===== src/rtl/macd_pkg.sv =====
// Shared types, codes and constants of the MACD crossover signal block.
package macd_pkg;

  localparam int VolumeDepthDefault = 16;
  localparam int CfgIndexW = 3;
  localparam int CfgDataW = 17;

  localparam logic [16:0] WeightOne = 17'd65536;
  localparam logic [16:0] FastWeightReset = 17'd10082;
  localparam logic [16:0] SlowWeightReset = 17'd4855;
  localparam logic [16:0] SignalWeightReset = 17'd13107;
  localparam logic [7:0] SinceSellMax = 8'd255;

  typedef enum logic [2:0] {
    CFG_FAST_WEIGHT   = 3'd0,
    CFG_SLOW_WEIGHT   = 3'd1,
    CFG_SIGNAL_WEIGHT = 3'd2,
    CFG_TRADE_MODES   = 3'd3,
    CFG_SELL_FRACTION = 3'd4,
    CFG_FILTER_FLAGS  = 3'd5,
    CFG_VOLUME_WINDOW = 3'd6,
    CFG_COOLDOWN      = 3'd7
  } cfg_reg_t;

  typedef enum logic [1:0] {
    ACT_NONE  = 2'd0,
    ACT_BUY   = 2'd1,
    ACT_SELL  = 2'd2,
    ACT_CLOSE = 2'd3
  } action_t;

  typedef enum logic [1:0] {
    SELL_DEATH_CROSS = 2'd0,
    SELL_DIF_ZERO    = 2'd1,
    SELL_BELOW_LIMIT = 2'd2,
    SELL_HIST_FALL   = 2'd3
  } exit_rule_t;

  typedef enum logic [3:0] {
    S_IDLE,
    S_FAST,
    S_SLOW,
    S_DIF,
    S_SIG,
    S_HIST,
    S_THR,
    S_SUM,
    S_VOL,
    S_DECIDE
  } state_t;

  function automatic logic [16:0] clamp_weight(input logic [16:0] w);
    return (w > WeightOne) ? WeightOne : w;
  endfunction

endpackage


===== src/rtl/macd_if.sv =====
// Handshake channels of the MACD crossover signal block: bars, results, configuration.
interface macd_bar_if;
  logic        valid;
  logic        ready;
  logic [31:0] close_price;
  logic [31:0] bar_volume;
  logic        first_bar;
  logic        last_bar;

  modport source(output valid, close_price, bar_volume, first_bar, last_bar, input ready);
  modport sink(input valid, close_price, bar_volume, first_bar, last_bar, output ready);
endinterface

interface macd_result_if;
  logic               valid;
  logic               ready;
  logic signed [32:0] macd_line;
  logic signed [32:0] signal_line;
  logic signed [32:0] histogram;
  logic [1:0]         action;
  logic               position_held;

  modport source(output valid, macd_line, signal_line, histogram, action, position_held,
                 input ready);
  modport sink(input valid, macd_line, signal_line, histogram, action, position_held,
               output ready);
endinterface

interface macd_cfg_if;
  logic                            valid;
  logic                            ready;
  logic [macd_pkg::CfgIndexW-1:0]  index;
  logic [macd_pkg::CfgDataW-1:0]   data;

  modport source(output valid, index, data, input ready);
  modport sink(input valid, index, data, output ready);
endinterface


===== src/rtl/macd_crossover_signal.sv =====
// Top level of the MACD crossover signal block: sequencer, shared multiplier, volume ring.
// A bar steps from acceptance through the fast, slow, dif, signal, hist and thr states to
// the decide state (fast, slow and signal EMA steps, threshold and volume products all go
// through one shared 34x18 multiplier), and via the sum and vol states to sum the volume
// window of n bars and form the volume product when a buy is being checked with the volume
// filter on; the first bar of a series goes straight to the decide state. The block takes
// one bar at a time; a finished result waits in the output register while the next
// bar is accepted, and a bar whose result finds that register still full stalls until it
// is taken. The user is to write configuration between bars, which the block does not
// enforce, through an always-ready channel; such a write takes effect on the next bar.
module macd_crossover_signal #(
  parameter int VOLUME_DEPTH = macd_pkg::VolumeDepthDefault
) (
  input logic           clk,
  input logic           rst,
  macd_bar_if.sink      bar,
  macd_result_if.source result,
  macd_cfg_if.sink      cfg
);

  localparam int AW = $clog2(VOLUME_DEPTH);
  localparam int CW = $clog2(VOLUME_DEPTH + 1);
  localparam int PW = CW + 1;
  localparam int SW = 32 + CW;
  localparam int NBW = CW + 3;

  // configuration registers
  logic [16:0] fast_weight, slow_weight, signal_weight;
  logic [2:0]  trade_modes;
  logic [15:0] sell_fraction;
  logic [1:0]  filter_flags;
  logic [4:0]  volume_window;
  logic [7:0]  cooldown_bars;

  assign cfg.ready = 1'b1;

  always_ff @(posedge clk) begin
    if (rst) begin
      fast_weight   <= macd_pkg::FastWeightReset;
      slow_weight   <= macd_pkg::SlowWeightReset;
      signal_weight <= macd_pkg::SignalWeightReset;
      trade_modes   <= '0;
      sell_fraction <= '0;
      filter_flags  <= '0;
      volume_window <= '0;
      cooldown_bars <= '0;
    end else if (cfg.valid && cfg.ready) begin
      unique case (macd_pkg::cfg_reg_t'(cfg.index))
        macd_pkg::CFG_FAST_WEIGHT:   fast_weight   <= cfg.data;
        macd_pkg::CFG_SLOW_WEIGHT:   slow_weight   <= cfg.data;
        macd_pkg::CFG_SIGNAL_WEIGHT: signal_weight <= cfg.data;
        macd_pkg::CFG_TRADE_MODES:   trade_modes   <= cfg.data[2:0];
        macd_pkg::CFG_SELL_FRACTION: sell_fraction <= cfg.data[15:0];
        macd_pkg::CFG_FILTER_FLAGS:  filter_flags  <= cfg.data[1:0];
        macd_pkg::CFG_VOLUME_WINDOW: volume_window <= cfg.data[4:0];
        macd_pkg::CFG_COOLDOWN:      cooldown_bars <= cfg.data[7:0];
      endcase
    end
  end

  // effective window length, clamped to the ring depth
  logic [31:0]   vw_ext;
  logic [CW-1:0] nwin;
  logic [NBW-1:0] nwin_x5;
  assign vw_ext  = {27'd0, volume_window};
  assign nwin    = (vw_ext > VOLUME_DEPTH) ? CW'(VOLUME_DEPTH) : vw_ext[CW-1:0];
  assign nwin_x5 = NBW'({nwin, 2'b00}) + NBW'(nwin);

  // sequencer
  macd_pkg::state_t state, state_next;
  logic go_out;

  // bar registers and series state
  logic [31:0]        close_q, vol_q;
  logic               restart_q, last_q, vneed;
  logic [31:0]        fast_avg, slow_avg;
  logic signed [32:0] sig_avg, prev_macd, prev_hist;
  logic signed [32:0] dif, dea, hist;
  logic [31:0]        thr;
  logic [51:0]        vol_prod;
  logic               holding;
  logic [7:0]         since_sell;
  logic [CW-1:0]      bar_count;
  logic [AW-1:0]      ring_pos;
  logic [SW-1:0]      acc;
  logic [CW-1:0]      cnt;
  logic               pend;

  // volume ring
  logic [31:0]   ring [VOLUME_DEPTH];
  logic [31:0]   rd_data;
  logic [AW-1:0] rd_addr;
  logic [PW-1:0] rd_tmp;

  assign rd_tmp  = PW'(ring_pos) + PW'(VOLUME_DEPTH - 1) - PW'(cnt);
  assign rd_addr = (rd_tmp >= PW'(VOLUME_DEPTH)) ? AW'(rd_tmp - PW'(VOLUME_DEPTH))
                                                 : AW'(rd_tmp);

  assign go_out = !result.valid || result.ready;

  always_ff @(posedge clk) begin
    if (rst) state <= macd_pkg::S_IDLE;
    else     state <= state_next;
  end

  always_comb begin
    state_next = state;
    bar.ready  = 1'b0;
    unique case (state)
      macd_pkg::S_IDLE: begin
        bar.ready = 1'b1;
        if (bar.valid) begin
          state_next = (bar.first_bar || bar_count == '0) ? macd_pkg::S_DECIDE
                                                         : macd_pkg::S_FAST;
        end
      end
      macd_pkg::S_FAST: state_next = macd_pkg::S_SLOW;
      macd_pkg::S_SLOW: state_next = macd_pkg::S_DIF;
      macd_pkg::S_DIF:  state_next = macd_pkg::S_SIG;
      macd_pkg::S_SIG:  state_next = macd_pkg::S_HIST;
      macd_pkg::S_HIST: state_next = macd_pkg::S_THR;
      macd_pkg::S_THR:  state_next = vneed ? macd_pkg::S_SUM : macd_pkg::S_DECIDE;
      macd_pkg::S_SUM: begin
        if (cnt == nwin && !pend) state_next = macd_pkg::S_VOL;
      end
      macd_pkg::S_VOL:  state_next = macd_pkg::S_DECIDE;
      macd_pkg::S_DECIDE: begin
        if (go_out) state_next = macd_pkg::S_IDLE;
      end
      default: state_next = macd_pkg::S_IDLE;
    endcase
  end

  // shared multiplier
  logic signed [33:0] mul_a;
  logic signed [17:0] mul_b;
  logic signed [51:0] prod;
  logic signed [35:0] ema_inc;
  logic signed [36:0] ema_base, ema_sum;

  always_comb begin
    mul_a    = '0;
    mul_b    = '0;
    ema_base = '0;
    unique case (state)
      macd_pkg::S_FAST: begin
        mul_a    = $signed({2'b00, close_q}) - $signed({2'b00, fast_avg});
        mul_b    = $signed({1'b0, macd_pkg::clamp_weight(fast_weight)});
        ema_base = $signed({5'b00000, fast_avg});
      end
      macd_pkg::S_SLOW: begin
        mul_a    = $signed({2'b00, close_q}) - $signed({2'b00, slow_avg});
        mul_b    = $signed({1'b0, macd_pkg::clamp_weight(slow_weight)});
        ema_base = $signed({5'b00000, slow_avg});
      end
      macd_pkg::S_SIG: begin
        mul_a    = $signed({dif[32], dif}) - $signed({sig_avg[32], sig_avg});
        mul_b    = $signed({1'b0, macd_pkg::clamp_weight(signal_weight)});
        ema_base = 37'(sig_avg);
      end
      macd_pkg::S_THR: begin
        mul_a = $signed({2'b00, close_q});
        mul_b = $signed({2'b00, sell_fraction});
      end
      macd_pkg::S_VOL: begin
        mul_a = $signed({2'b00, vol_q});
        mul_b = $signed(18'(nwin_x5));
      end
      default: begin
        mul_a = '0;
      end
    endcase
  end

  assign prod    = mul_a * mul_b;
  assign ema_inc = prod[51:16];
  assign ema_sum = ema_base + 37'(ema_inc);

  // histogram with saturation
  logic signed [33:0] hist_full;
  logic signed [32:0] hist_sat;
  assign hist_full = $signed({dif[32], dif}) - $signed({dea[32], dea});
  always_comb begin
    if (hist_full[33] != hist_full[32]) begin
      hist_sat = hist_full[33] ? 33'sh1_0000_0000 : 33'sh0_FFFF_FFFF;
    end else begin
      hist_sat = hist_full[32:0];
    end
  end

  // buy / sell decision
  logic [SW+2:0]        acc6;
  logic                 vol_fail, buy_ok, sell_now;
  logic                 hist_gt0, hist_lt0, prev_hist_le0, prev_hist_ge0;
  logic [1:0]           act;
  logic                 hold_next;
  logic [7:0]           since_next;
  macd_pkg::exit_rule_t exit_rule;

  assign acc6          = {acc, 2'b00} + {1'b0, acc, 1'b0};
  assign vol_fail      = vol_prod < 52'(acc6);
  assign hist_gt0      = !hist[32] && hist != '0;
  assign hist_lt0      = hist[32];
  assign prev_hist_le0 = prev_hist[32] || prev_hist == '0;
  assign prev_hist_ge0 = !prev_hist[32];
  assign exit_rule     = macd_pkg::exit_rule_t'(trade_modes[2:1]);

  always_comb begin
    buy_ok = prev_hist_le0 && hist_gt0;
    if (filter_flags[0] && !dif[32]) buy_ok = 1'b0;
    if (filter_flags[1] && bar_count >= CW'(2) && dif <= prev_macd) buy_ok = 1'b0;
    if (vneed && vol_fail) buy_ok = 1'b0;
    if (since_sell < cooldown_bars) buy_ok = 1'b0;

    unique case (exit_rule)
      macd_pkg::SELL_DIF_ZERO:    sell_now = !prev_macd[32] && dif[32];
      macd_pkg::SELL_BELOW_LIMIT: sell_now = $signed({dif[32], dif}) < -$signed({2'b00, thr});
      macd_pkg::SELL_DEATH_CROSS,
      macd_pkg::SELL_HIST_FALL:   sell_now = prev_hist_ge0 && hist_lt0;
    endcase

    act        = macd_pkg::ACT_NONE;
    hold_next  = holding;
    since_next = since_sell;
    priority if (restart_q) begin
      hold_next  = 1'b0;
      since_next = macd_pkg::SinceSellMax;
    end else if (last_q) begin
      if (holding) begin
        act       = macd_pkg::ACT_CLOSE;
        hold_next = 1'b0;
      end
    end else if (!holding) begin
      if (buy_ok) begin
        act       = macd_pkg::ACT_BUY;
        hold_next = 1'b1;
      end else if (since_sell != macd_pkg::SinceSellMax) begin
        since_next = since_sell + 8'd1;
      end
    end else if (sell_now) begin
      act        = macd_pkg::ACT_SELL;
      hold_next  = 1'b0;
      since_next = '0;
    end
  end

  // control state
  always_ff @(posedge clk) begin
    if (rst) begin
      holding      <= 1'b0;
      since_sell   <= macd_pkg::SinceSellMax;
      bar_count    <= '0;
      ring_pos     <= '0;
      result.valid <= 1'b0;
      pend         <= 1'b0;
    end else begin
      if (state == macd_pkg::S_DECIDE && go_out) result.valid <= 1'b1;
      else if (result.ready)                      result.valid <= 1'b0;
      unique case (state)
        macd_pkg::S_HIST: pend <= 1'b0;
        macd_pkg::S_SUM:  pend <= (cnt != nwin);
        macd_pkg::S_DECIDE: begin
          if (go_out) begin
            holding      <= hold_next;
            since_sell   <= since_next;
            if (restart_q) begin
              bar_count <= CW'(1);
              ring_pos  <= AW'(1);
            end else begin
              if (bar_count < CW'(VOLUME_DEPTH)) bar_count <= bar_count + CW'(1);
              ring_pos <= (ring_pos == AW'(VOLUME_DEPTH - 1)) ? '0 : ring_pos + AW'(1);
            end
          end
        end
        default: pend <= pend;
      endcase
    end
  end

  // payload and arithmetic registers
  always_ff @(posedge clk) begin
    unique case (state)
      macd_pkg::S_IDLE: begin
        if (bar.valid) begin
          close_q   <= bar.close_price;
          vol_q     <= bar.bar_volume;
          restart_q <= bar.first_bar || bar_count == '0;
          last_q    <= bar.last_bar;
        end
      end
      macd_pkg::S_FAST: fast_avg <= ema_sum[31:0];
      macd_pkg::S_SLOW: slow_avg <= ema_sum[31:0];
      macd_pkg::S_DIF:  dif <= $signed({1'b0, fast_avg}) - $signed({1'b0, slow_avg});
      macd_pkg::S_SIG:  dea <= (bar_count == CW'(1)) ? dif : ema_sum[32:0];
      macd_pkg::S_HIST: begin
        hist  <= hist_sat;
        vneed <= !last_q && !holding && nwin != '0 && bar_count >= nwin;
        acc   <= '0;
        cnt   <= '0;
      end
      macd_pkg::S_THR:  thr <= prod[47:16];
      macd_pkg::S_SUM: begin
        if (cnt != nwin) cnt <= cnt + CW'(1);
        if (pend) acc <= acc + SW'(rd_data);
      end
      macd_pkg::S_VOL:  vol_prod <= prod;
      macd_pkg::S_DECIDE: begin
        if (go_out) begin
          if (restart_q) begin
            fast_avg             <= close_q;
            slow_avg             <= close_q;
            sig_avg              <= '0;
            prev_macd            <= '0;
            prev_hist            <= '0;
            result.macd_line     <= '0;
            result.signal_line   <= '0;
            result.histogram     <= '0;
          end else begin
            sig_avg              <= dea;
            prev_macd            <= dif;
            prev_hist            <= hist;
            result.macd_line     <= dif;
            result.signal_line   <= dea;
            result.histogram     <= hist;
          end
          result.action        <= act;
          result.position_held <= hold_next;
        end
      end
      default: cnt <= cnt;
    endcase
  end

  // ring write on result, read one entry a cycle while summing
  always_ff @(posedge clk) begin
    if (state == macd_pkg::S_DECIDE && go_out) begin
      ring[restart_q ? '0 : ring_pos] <= vol_q;
    end
    rd_data <= ring[rd_addr];
  end

endmodule


===== src/flat_wrapper.sv =====
// flat-port wrapper written by rule: the top's interface ports become plain ports
module macd_crossover_signal_flat 
#(
  parameter int VOLUME_DEPTH = macd_pkg::VolumeDepthDefault
)
  (clk, rst, bar_valid, bar_close_price, bar_bar_volume, bar_first_bar, bar_last_bar, bar_ready, result_valid, result_macd_line, result_signal_line, result_histogram, result_action, result_position_held, result_ready, cfg_valid, cfg_index, cfg_data, cfg_ready);
  macd_bar_if bar_i ();
  macd_result_if result_i ();
  macd_cfg_if cfg_i ();
  input logic clk;
  input logic rst;
  input wire logic [$bits(bar_i.valid)-1:0] bar_valid;
  input wire logic [$bits(bar_i.close_price)-1:0] bar_close_price;
  input wire logic [$bits(bar_i.bar_volume)-1:0] bar_bar_volume;
  input wire logic [$bits(bar_i.first_bar)-1:0] bar_first_bar;
  input wire logic [$bits(bar_i.last_bar)-1:0] bar_last_bar;
  output wire logic [$bits(bar_i.ready)-1:0] bar_ready;
  output wire logic [$bits(result_i.valid)-1:0] result_valid;
  output wire logic [$bits(result_i.macd_line)-1:0] result_macd_line;
  output wire logic [$bits(result_i.signal_line)-1:0] result_signal_line;
  output wire logic [$bits(result_i.histogram)-1:0] result_histogram;
  output wire logic [$bits(result_i.action)-1:0] result_action;
  output wire logic [$bits(result_i.position_held)-1:0] result_position_held;
  input wire logic [$bits(result_i.ready)-1:0] result_ready;
  input wire logic [$bits(cfg_i.valid)-1:0] cfg_valid;
  input wire logic [$bits(cfg_i.index)-1:0] cfg_index;
  input wire logic [$bits(cfg_i.data)-1:0] cfg_data;
  output wire logic [$bits(cfg_i.ready)-1:0] cfg_ready;
  assign bar_i.valid = bar_valid;
  assign bar_i.close_price = bar_close_price;
  assign bar_i.bar_volume = bar_bar_volume;
  assign bar_i.first_bar = bar_first_bar;
  assign bar_i.last_bar = bar_last_bar;
  assign bar_ready = bar_i.ready;
  assign result_valid = result_i.valid;
  assign result_macd_line = result_i.macd_line;
  assign result_signal_line = result_i.signal_line;
  assign result_histogram = result_i.histogram;
  assign result_action = result_i.action;
  assign result_position_held = result_i.position_held;
  assign result_i.ready = result_ready;
  assign cfg_i.valid = cfg_valid;
  assign cfg_i.index = cfg_index;
  assign cfg_i.data = cfg_data;
  assign cfg_ready = cfg_i.ready;
  macd_crossover_signal #(.VOLUME_DEPTH(VOLUME_DEPTH)) u_core (.clk(clk), .rst(rst), .bar(bar_i), .result(result_i), .cfg(cfg_i));
endmodule

===== config.mk =====
export PLATFORM = sky130hd
export DESIGN_NAME = macd_crossover_signal_flat
export DESIGN_NICKNAME = d
export VERILOG_FILES = /design/src/rtl/macd_pkg.sv /design/src/rtl/macd_if.sv /design/src/rtl/macd_crossover_signal.sv /design/src/flat_wrapper.sv
export SDC_FILE = /design/constraint.sdc
export NUM_CORES = 2
export LEC_CHECK = 0
export ABC_AREA = 1
export ABC_CLOCK_PERIOD_IN_PS = 9050
export BUFFER_PORTS_ARGS = -buffer_cell sky130_fd_sc_hd__buf_2
export CAP_MARGIN = 10
export CORE_ASPECT_RATIO = 1.75
export CORE_UTILIZATION = 55
export DETAILED_ROUTE_END_ITERATION = 12
export HOLD_SLACK_MARGIN = 0.15
export PLACE_DENSITY = 0.72
export SETUP_SLACK_MARGIN = 0.5
export SYNTH_ARGS = -nofsm -noshare
export SYNTH_HDL_FRONTEND = slang
export SYNTH_SLANG_ARGS = --single-unit

===== constraint.sdc =====
create_clock -name clk -period 9.05 [get_ports clk]
set_clock_uncertainty 0.2 [all_clocks]
set_input_delay 2.2625 -clock clk [delete_from_list [all_inputs] [get_ports clk]]
set_output_delay 2.2625 -clock clk [all_outputs]
set_load 0.1 [all_outputs]

Word-level counts from Yosys, hierarchy flattened
Memories as Yosys holds them, arrays and structs flattened. A register that Yosys moved wholly into a read port is not among the register bits.
Cells that the tools add are included.
{ "totals": {"word_cells": 211, "in_bits": 91, "memories": 1, "mem_bits_rw": 512, "ff_bits": 567, "output_inout_bits": 105} }
{ "mem_list": {"columns": ["name", "words", "width", "rd", "rd_ports_with_merged_regs", "write_ports", "line_no", "rtl"], "rows": [
  ["u_core.ring", 16, 32, 1, 1, 1, "macd_crossover_signal.sv:90", "logic [31:0] ring [VOLUME_DEPTH];"]
]} }
{ "op_classes": {"muxes": 57, "n_mul": 1, "n_reduce_logical": 55, "n_eq_ne": 34, "addsub": 17, "n_lt_le_gt_ge": 12} }
{ "ops": {"columns": ["operator", "count"], "rows": [
  ["case mux 34 bit (5 select lines)", 1],
  ["case mux 32 bit (2 select lines)", 2],
  ["two-way mux 33 bit", 3],
  ["case mux 33 bit (3 select lines)", 1],
  ["subtractor 32 x 32 -> 33 bit", 3],
  ["case mux 17 bit (5 select lines)", 1],
  ["case mux 37 bit (2 select lines)", 1],
  ["subtractor 33 x 33 -> 34 bit", 2],
  ["two-way mux 32 bit", 2],
  ["< comparator 52 x 40 -> 1 bit", 1],
  ["multiplier 34 x 18 -> 52 bit", 1],
  ["greater-than comparator 17 bit (second input constant)", 3],
  ["two-way mux 17 bit", 3],
  ["two-way mux 8 bit", 6],
  ["adder 39 x 38 -> 40 bit", 1],
  ["case mux 4 bit (10 select lines)", 1],
  ["adder 37 x 32 -> 37 bit", 1],
  ["two-way mux 37 bit", 1],
  ["two-way mux 4 bit", 9],
  ["< comparator 33 x 34 -> 1 bit", 1],
  ["negator 32 -> 34 bit", 1],
  ["adder 33 bit", 1],
  ["<= comparator 33 bit", 1],
  ["zero test 33 bit", 1],
  ["52 further kinds", 128]
]} }

Logic depth before layout (Yosys ltp)
{ "logic_depth": {"depth_word": 11, "mapped_depth": 57, "mapped_depth_nobuf": 56} }

Worst setup path before layout
No wires, ideal clock.
{ "synth_path": {"path_kind": "reg2reg", "startpoint": "register u_core.state[3]", "endpoint": "register u_core.fast_avg[27], data pin", "setup_ps": 272, "slack_ps": -521, "n_path_buf": 2, "required_time_ps": 8578, "stages_incl_launch_ff": 42, "synth_period_minus_slack_ps": 9571, "arrival_ps": 9099, "path_cell_list": "dfxtp_1 > inv_2 > nor2_1 > nand2_1 > inv_2 > buf_1 > nand2_1 > o21ai_0 > inv_1 > nand4_1 > buf_2 > nand2_1 > fa_1 > inv_1 > fa_1 > fa_1 > fa_1 > fa_1 > [... 6 more ...] > inv_1 > nor4_1 > a21oi_1 > inv_1 > a21oi_1 > o21ai_0 > xor2_1 > ha_1 > a21oi_1 > a21boi_0 > o21ai_0 > nand2_1 > nand3_1 > nand2_1 > o211ai_1 > or2_2 > nand3_1 > o21ai_0"} }
{ "synth_between": {"elab_chain_len": 5, "elab_cells_between_ends": 12, "classes_between": "add/sub (1); mul (1); eq/ne (6); mux (4)"} }
{ "synth_lines": {"columns": ["element", "line_no", "rtl"], "rows": [
  ["from (decl)", "macd_crossover_signal.sv:70", "macd_pkg::state_t state, state_next;"],
  ["from (signal assigned)", "macd_crossover_signal.sv:102", "if (rst) state <= macd_pkg::S_IDLE;"],
  ["from (signal assigned)", "macd_crossover_signal.sv:103", "else state <= state_next;"],
  ["== test 4 bit, or another cell as far along", "macd_crossover_signal.sv:145", "unique case (state)"],
  ["case mux 34 bit (5 select lines) or case mux 17 bit (5 select lines) (tied branches)", "macd_crossover_signal.sv:145", null],
  ["multiplier 34 x 18 -> 52 bit (*)", "macd_crossover_signal.sv:175", "assign prod = mul_a * mul_b;"],
  ["via u_core.prod[30]", "macd_crossover_signal.sv:137", "logic signed [51:0] prod;"],
  ["adder 33 bit (*)", "macd_crossover_signal.sv:177", "assign ema_sum = ema_base + 37'(ema_inc);"],
  ["case mux 32 bit (2 select lines) (*)", "macd_crossover_signal.sv:282", "unique case (state)"],
  ["to (signal assigned)", "macd_crossover_signal.sv:291", "macd_pkg::S_FAST: fast_avg <= ema_sum[31:0];"],
  ["to (signal assigned)", "macd_crossover_signal.sv:310", "fast_avg <= close_q;"],
  ["to (decl)", "macd_crossover_signal.sv:76", "logic [31:0] fast_avg, slow_avg;"]
]} }
The timed path passes the listed nets; every way through them passes the cells marked *.
A chain may end at the register's enable or synchronous reset.

Worst setup path in the final report
{ "layout_path": {"startpoint": "register u_core.fast_avg[0]", "endpoint": "register u_core.dea[23], data pin"} }
{ "layout_between": {"elab_chain_len": 5, "elab_cells_between_ends": 6, "classes_between": "add/sub (2); mul (1); mux (3)"} }
{ "layout_lines": {"columns": ["element", "line_no", "rtl"], "rows": [
  ["subtractor 32 x 32 -> 33 bit", "macd_crossover_signal.sv:147", "mul_a = $signed({2'b00, close_q}) - $signed({2'b00, fast_avg});"],
  ["case mux 34 bit (5 select lines)", "macd_crossover_signal.sv:145", null],
  ["multiplier 34 x 18 -> 52 bit", "macd_crossover_signal.sv:175", null],
  ["via u_core.prod[37]", "macd_crossover_signal.sv:137", null],
  ["adder 33 bit", "macd_crossover_signal.sv:177", null],
  ["two-way mux 33 bit", "macd_crossover_signal.sv:294", "macd_pkg::S_SIG: dea <= (bar_count == CW'(1)) ? dif : ema_sum[32:0];"],
  ["to (signal assigned)", "macd_crossover_signal.sv:294", null],
  ["to (decl)", "macd_crossover_signal.sv:78", "logic signed [32:0] dif, dea, hist;"]
]} }
The timed path passes the listed nets, and every way through them passes these cells.

==> run_results.csv <==
group,metric,value,unit
outcome,status,"finished, violations left",
outcome,failed_checks,"negative setup slack",
route,first_pass_iters,8,
place,gp_congestion,1.10,
timing,rsz0062_at_grt,"yes",
global_routing,antenna_found_initial,20,
route,via_per_inst,5.83,
global_routing,grt-ovfl-total,0,
clock_network,cts_htree_levels,3,
global_routing,grt_pass1_vias,75900,
flow_run,cap_violations,0,
clock_network,cts_inserted_buffers,100,
floorplanning,die_area,151000,um^2
clock_network,hold_buffers,0,
critical_path,worstSetupStartpointType,"flip-flop",
critical_path,r2r_cells,49,
timing,slew_violations,0,
clock_network,clk_pin_slew,0.07,ns
floorplanning,die_h,514,um
route,wire_per_inst,25.5,um
timing,finalCritPeriodShare,109,%
critical_path,r2r-start,"u_core.fast_avg[0]$_DFFE_PP_",
place,port_buffers,194,
synth,yosys_register_bits,1109,
floorplanning,rows,187,
timing,whs,0.268,ns
critical_path,cp_max_fo,6,
clock_network,cts_tree,"yes",
route,drc_errors,0,
timing,slew_headroom,15.2,%
clock_network,clkSinkCount,1109,
floorplanning,ioPinCount,196,
final_layout,drive_gt1_share,25.6,%
clock_network,cts_root_buf,"clkbuf_16",
global_routing,grt_max_degree,210,
synth,syn_inst,9157,
final_layout,fin_nets,11900,
clock_network,max-clock-path-buffers,3,
place,dpl_cell_area,96400,um^2
clock_network,worst_skew_pair.late_latency,0.78,ns
critical_path,cp_common_cell,"fa_1",
place,dp_hpwl,256000,um
timing,fmax,0.102,GHz
min_path,min_from,"u_core.cooldown_bars[4]$_SDFFE_PP0P_",
synth,synthesis.area,82400,um^2
synth,syn-mean-instance-area,9.00,um^2
synth,ys.flop_type,"edfxtp_1",
final_layout,design_area,105000,um^2
critical_path,criticalPathCategory,"flip-flop to flip-flop",
critical_path,regToRegSetupSlack,-0.80,ns
route,vias,74600,
final_layout,area_growth,27.7,%
timing,tightest_slew,1.26,ns
floorplanning,core-area,149000,um^2
final_layout,post-route-util,70.8,%
timing,fin_tns_setup,-46.75,ns
critical_path,end_kind,"flip-flop",
global_routing,grt_pass1_wl,466000,um
critical_path,cp_slowest_cell,"fa_1",
critical_path,timing.rr.end,"u_core.dea[23]$_DFFE_PP_",
synth,yosysSeqAreaShare,38.7,%
min_path,hold_path_end,"u_core.cooldown_bars[4]$_SDFFE_PP0P_",
timing,hold_viol,0,
synth,yosys_warnings,0,
route,postRouteAntennaNets,0,
floorplanning,initial_core_util,55.5,%
min_path,hp-class,"flip-flop to flip-flop",
route,drt_iter0_drc,6495,
synth,ys_types,74,
global_routing,grt_usage,42.5,%
synth,synth_edf_count,969,
floorplanning,die_w,295,um
synth,syn_nets,10300,
critical_path,max_stage_delay,0.55,ns
synth,synthArstFlopShare,0,%
timing,finalWorstSetupSlack,-0.801,ns
route,finalWirelength,326000,um
timing,layout_min_cycle_time,9.85,ns
critical_path,cp.arrival,10.11,ns
critical_path,cp.required,9.31,ns
timing,setup_viol_count_final,81,
min_path,hold_depth,2,
## critical path: cells and delay by family (launching register included)
family	cells	cell delay, ns
and+or+nand+nor	12	1.20
adders and majority gates	10	4.17
AOI/OAI and AO/OA	11	1.58
xor gates and xnor gates	1	0.26
buffers and inverters	15	1.62
DFF	1	0.46
## layer usage
| metal | wire length, um | vias to the layer above | global-route usage, % |
|---|---|---|---|
| met5 | 88 | - | 0 |
| met4 | 41300 | 14 | 45.1 |
| met3 | 26700 | 1351 | 8.14 |
| met2 | 155000 | 3886 | 70.8 |
| met1 | 103000 | 35900 | 43.0 |
| li1 | - | 33400 | - |
## through the flow
| step | cells | setup slack [ns] |
|---|---|---|
| 3_3_place_gp | 12400 | -1.51 |
| 6_report | 12800 | -0.801 |
| 5_1_grt | 12800 | -1.12 |
| 2_1_floorplan | 9157 | -0.000894 |
| 3_5_place_dp | 12400 | -1.76 |
| 4_1_cts | 12700 | -0.692 |
## layout by cell type (no fill, tap or decap), drive strengths merged, types with 14 or more instances in the layout
master  instances
dfxtp         140
o211ai         95
xor2          115
a21oi         713
nor2          954
ha            516
or2            41
a31oi          77
a21o           52
nand4          98
nor4           48
nand3         279
edfxtp        969
nand2        1510
clkinv         39
o221ai         37
buf          1701
fa            561
mux2i         128
clkbuf        128
diode          14
o21bai         27
o21ai         665
inv          1620
a21boi         14
nor3           63
xnor2          80
o21a           24
## synth_stat cells, drive strengths merged (11+ instances only)
library cell  number  share of area (%)
a21boi            14               0.14
a21o              52               0.47
a21oi            713                4.4
a31oi             77               0.58
and3              11              0.084
buf              104               0.70
clkbuf           145               0.66
dfxtp            140                3.4
edfxtp           969                 35
fa               561                 14
ha               516                7.8
inv             1617                7.4
mux2i            128                1.6
nand2           1510                7.0
nand3            279                1.7
nand4             98               0.83
nor2             954                4.6
nor3              63               0.41
nor4              48               0.39
o211ai            95               0.87
o21a              24               0.22
o21ai            665                4.1
o21bai            27               0.27
o221ai            37               0.39
or2               41               0.31
xnor2             80               0.85
xor2             115                1.2
## cells by family after synthesis
logic type,synth area share [%]
buf+inv,8.74
compound gates,12.0
simple gates,15.5
mux,1.55
fa+ha+maj,21.5
xor+xnor,2.07
flops,38.7
other cells,0.00455
## layout make-up
cell class | count | area (um^2)
inverters | 1618 | 6160
well taps | 1984 | 2480
fillers | 11200 | 43300
repair buffers | 1702 | 13700
multi-input cells | 6181 | 47500
clock buffers | 127 | 2710
diodes | 14 | 35.0
flip-flops and latches | 1109 | 31900
clock inverters | 61 | 798
## worst max-delay path by stage
stage                                                     startpoint                            end  slack, ns  depth (start not counted)
after detailed placement        u_core.volume_window[2]$_SDFFE_PP0P_  u_core.fast_avg[25]$_DFFE_PP_      -1.76                         52
after global routing                     u_core.close_q[3]$_DFFE_PP_       u_core.dea[32]$_DFFE_PP_      -1.12                         51
after CTS                               u_core.fast_avg[0]$_DFFE_PP_       u_core.dea[25]$_DFFE_PP_      -0.69                         55
final                                   u_core.fast_avg[0]$_DFFE_PP_       u_core.dea[23]$_DFFE_PP_      -0.80                         49
after floorplan           u_core.result.signal_line[0]$_SDFFCE_PP0P_       u_core.dea[30]$_DFFE_PP_    -0.0009                         52
after global placement          u_core.volume_window[1]$_SDFFE_PP0P_  u_core.fast_avg[25]$_DFFE_PP_      -1.51                         52
## registers in the layout, indices dropped and copies added, names as in the netlist, 33 cells and up
name                       cells
u_core.ring                  512
u_core.vol_prod               51
u_core.acc                    37
u_core.dea                    33
u_core.dif                    33
u_core.hist                   33
u_core.result.histogram       33
u_core.result.macd_line       33
u_core.result.signal_line     33
## repair_timing
action                                  in CTS  in global routing
endpoints found under the setup margin     142                130
resized for setup                          576                341
pin swaps                                  203                195
buffers inserted                           112                 58
Power is left out: the tool's default activity adds up to more than one toggle a clock period on the data nets, which glitch-free logic cannot reach.
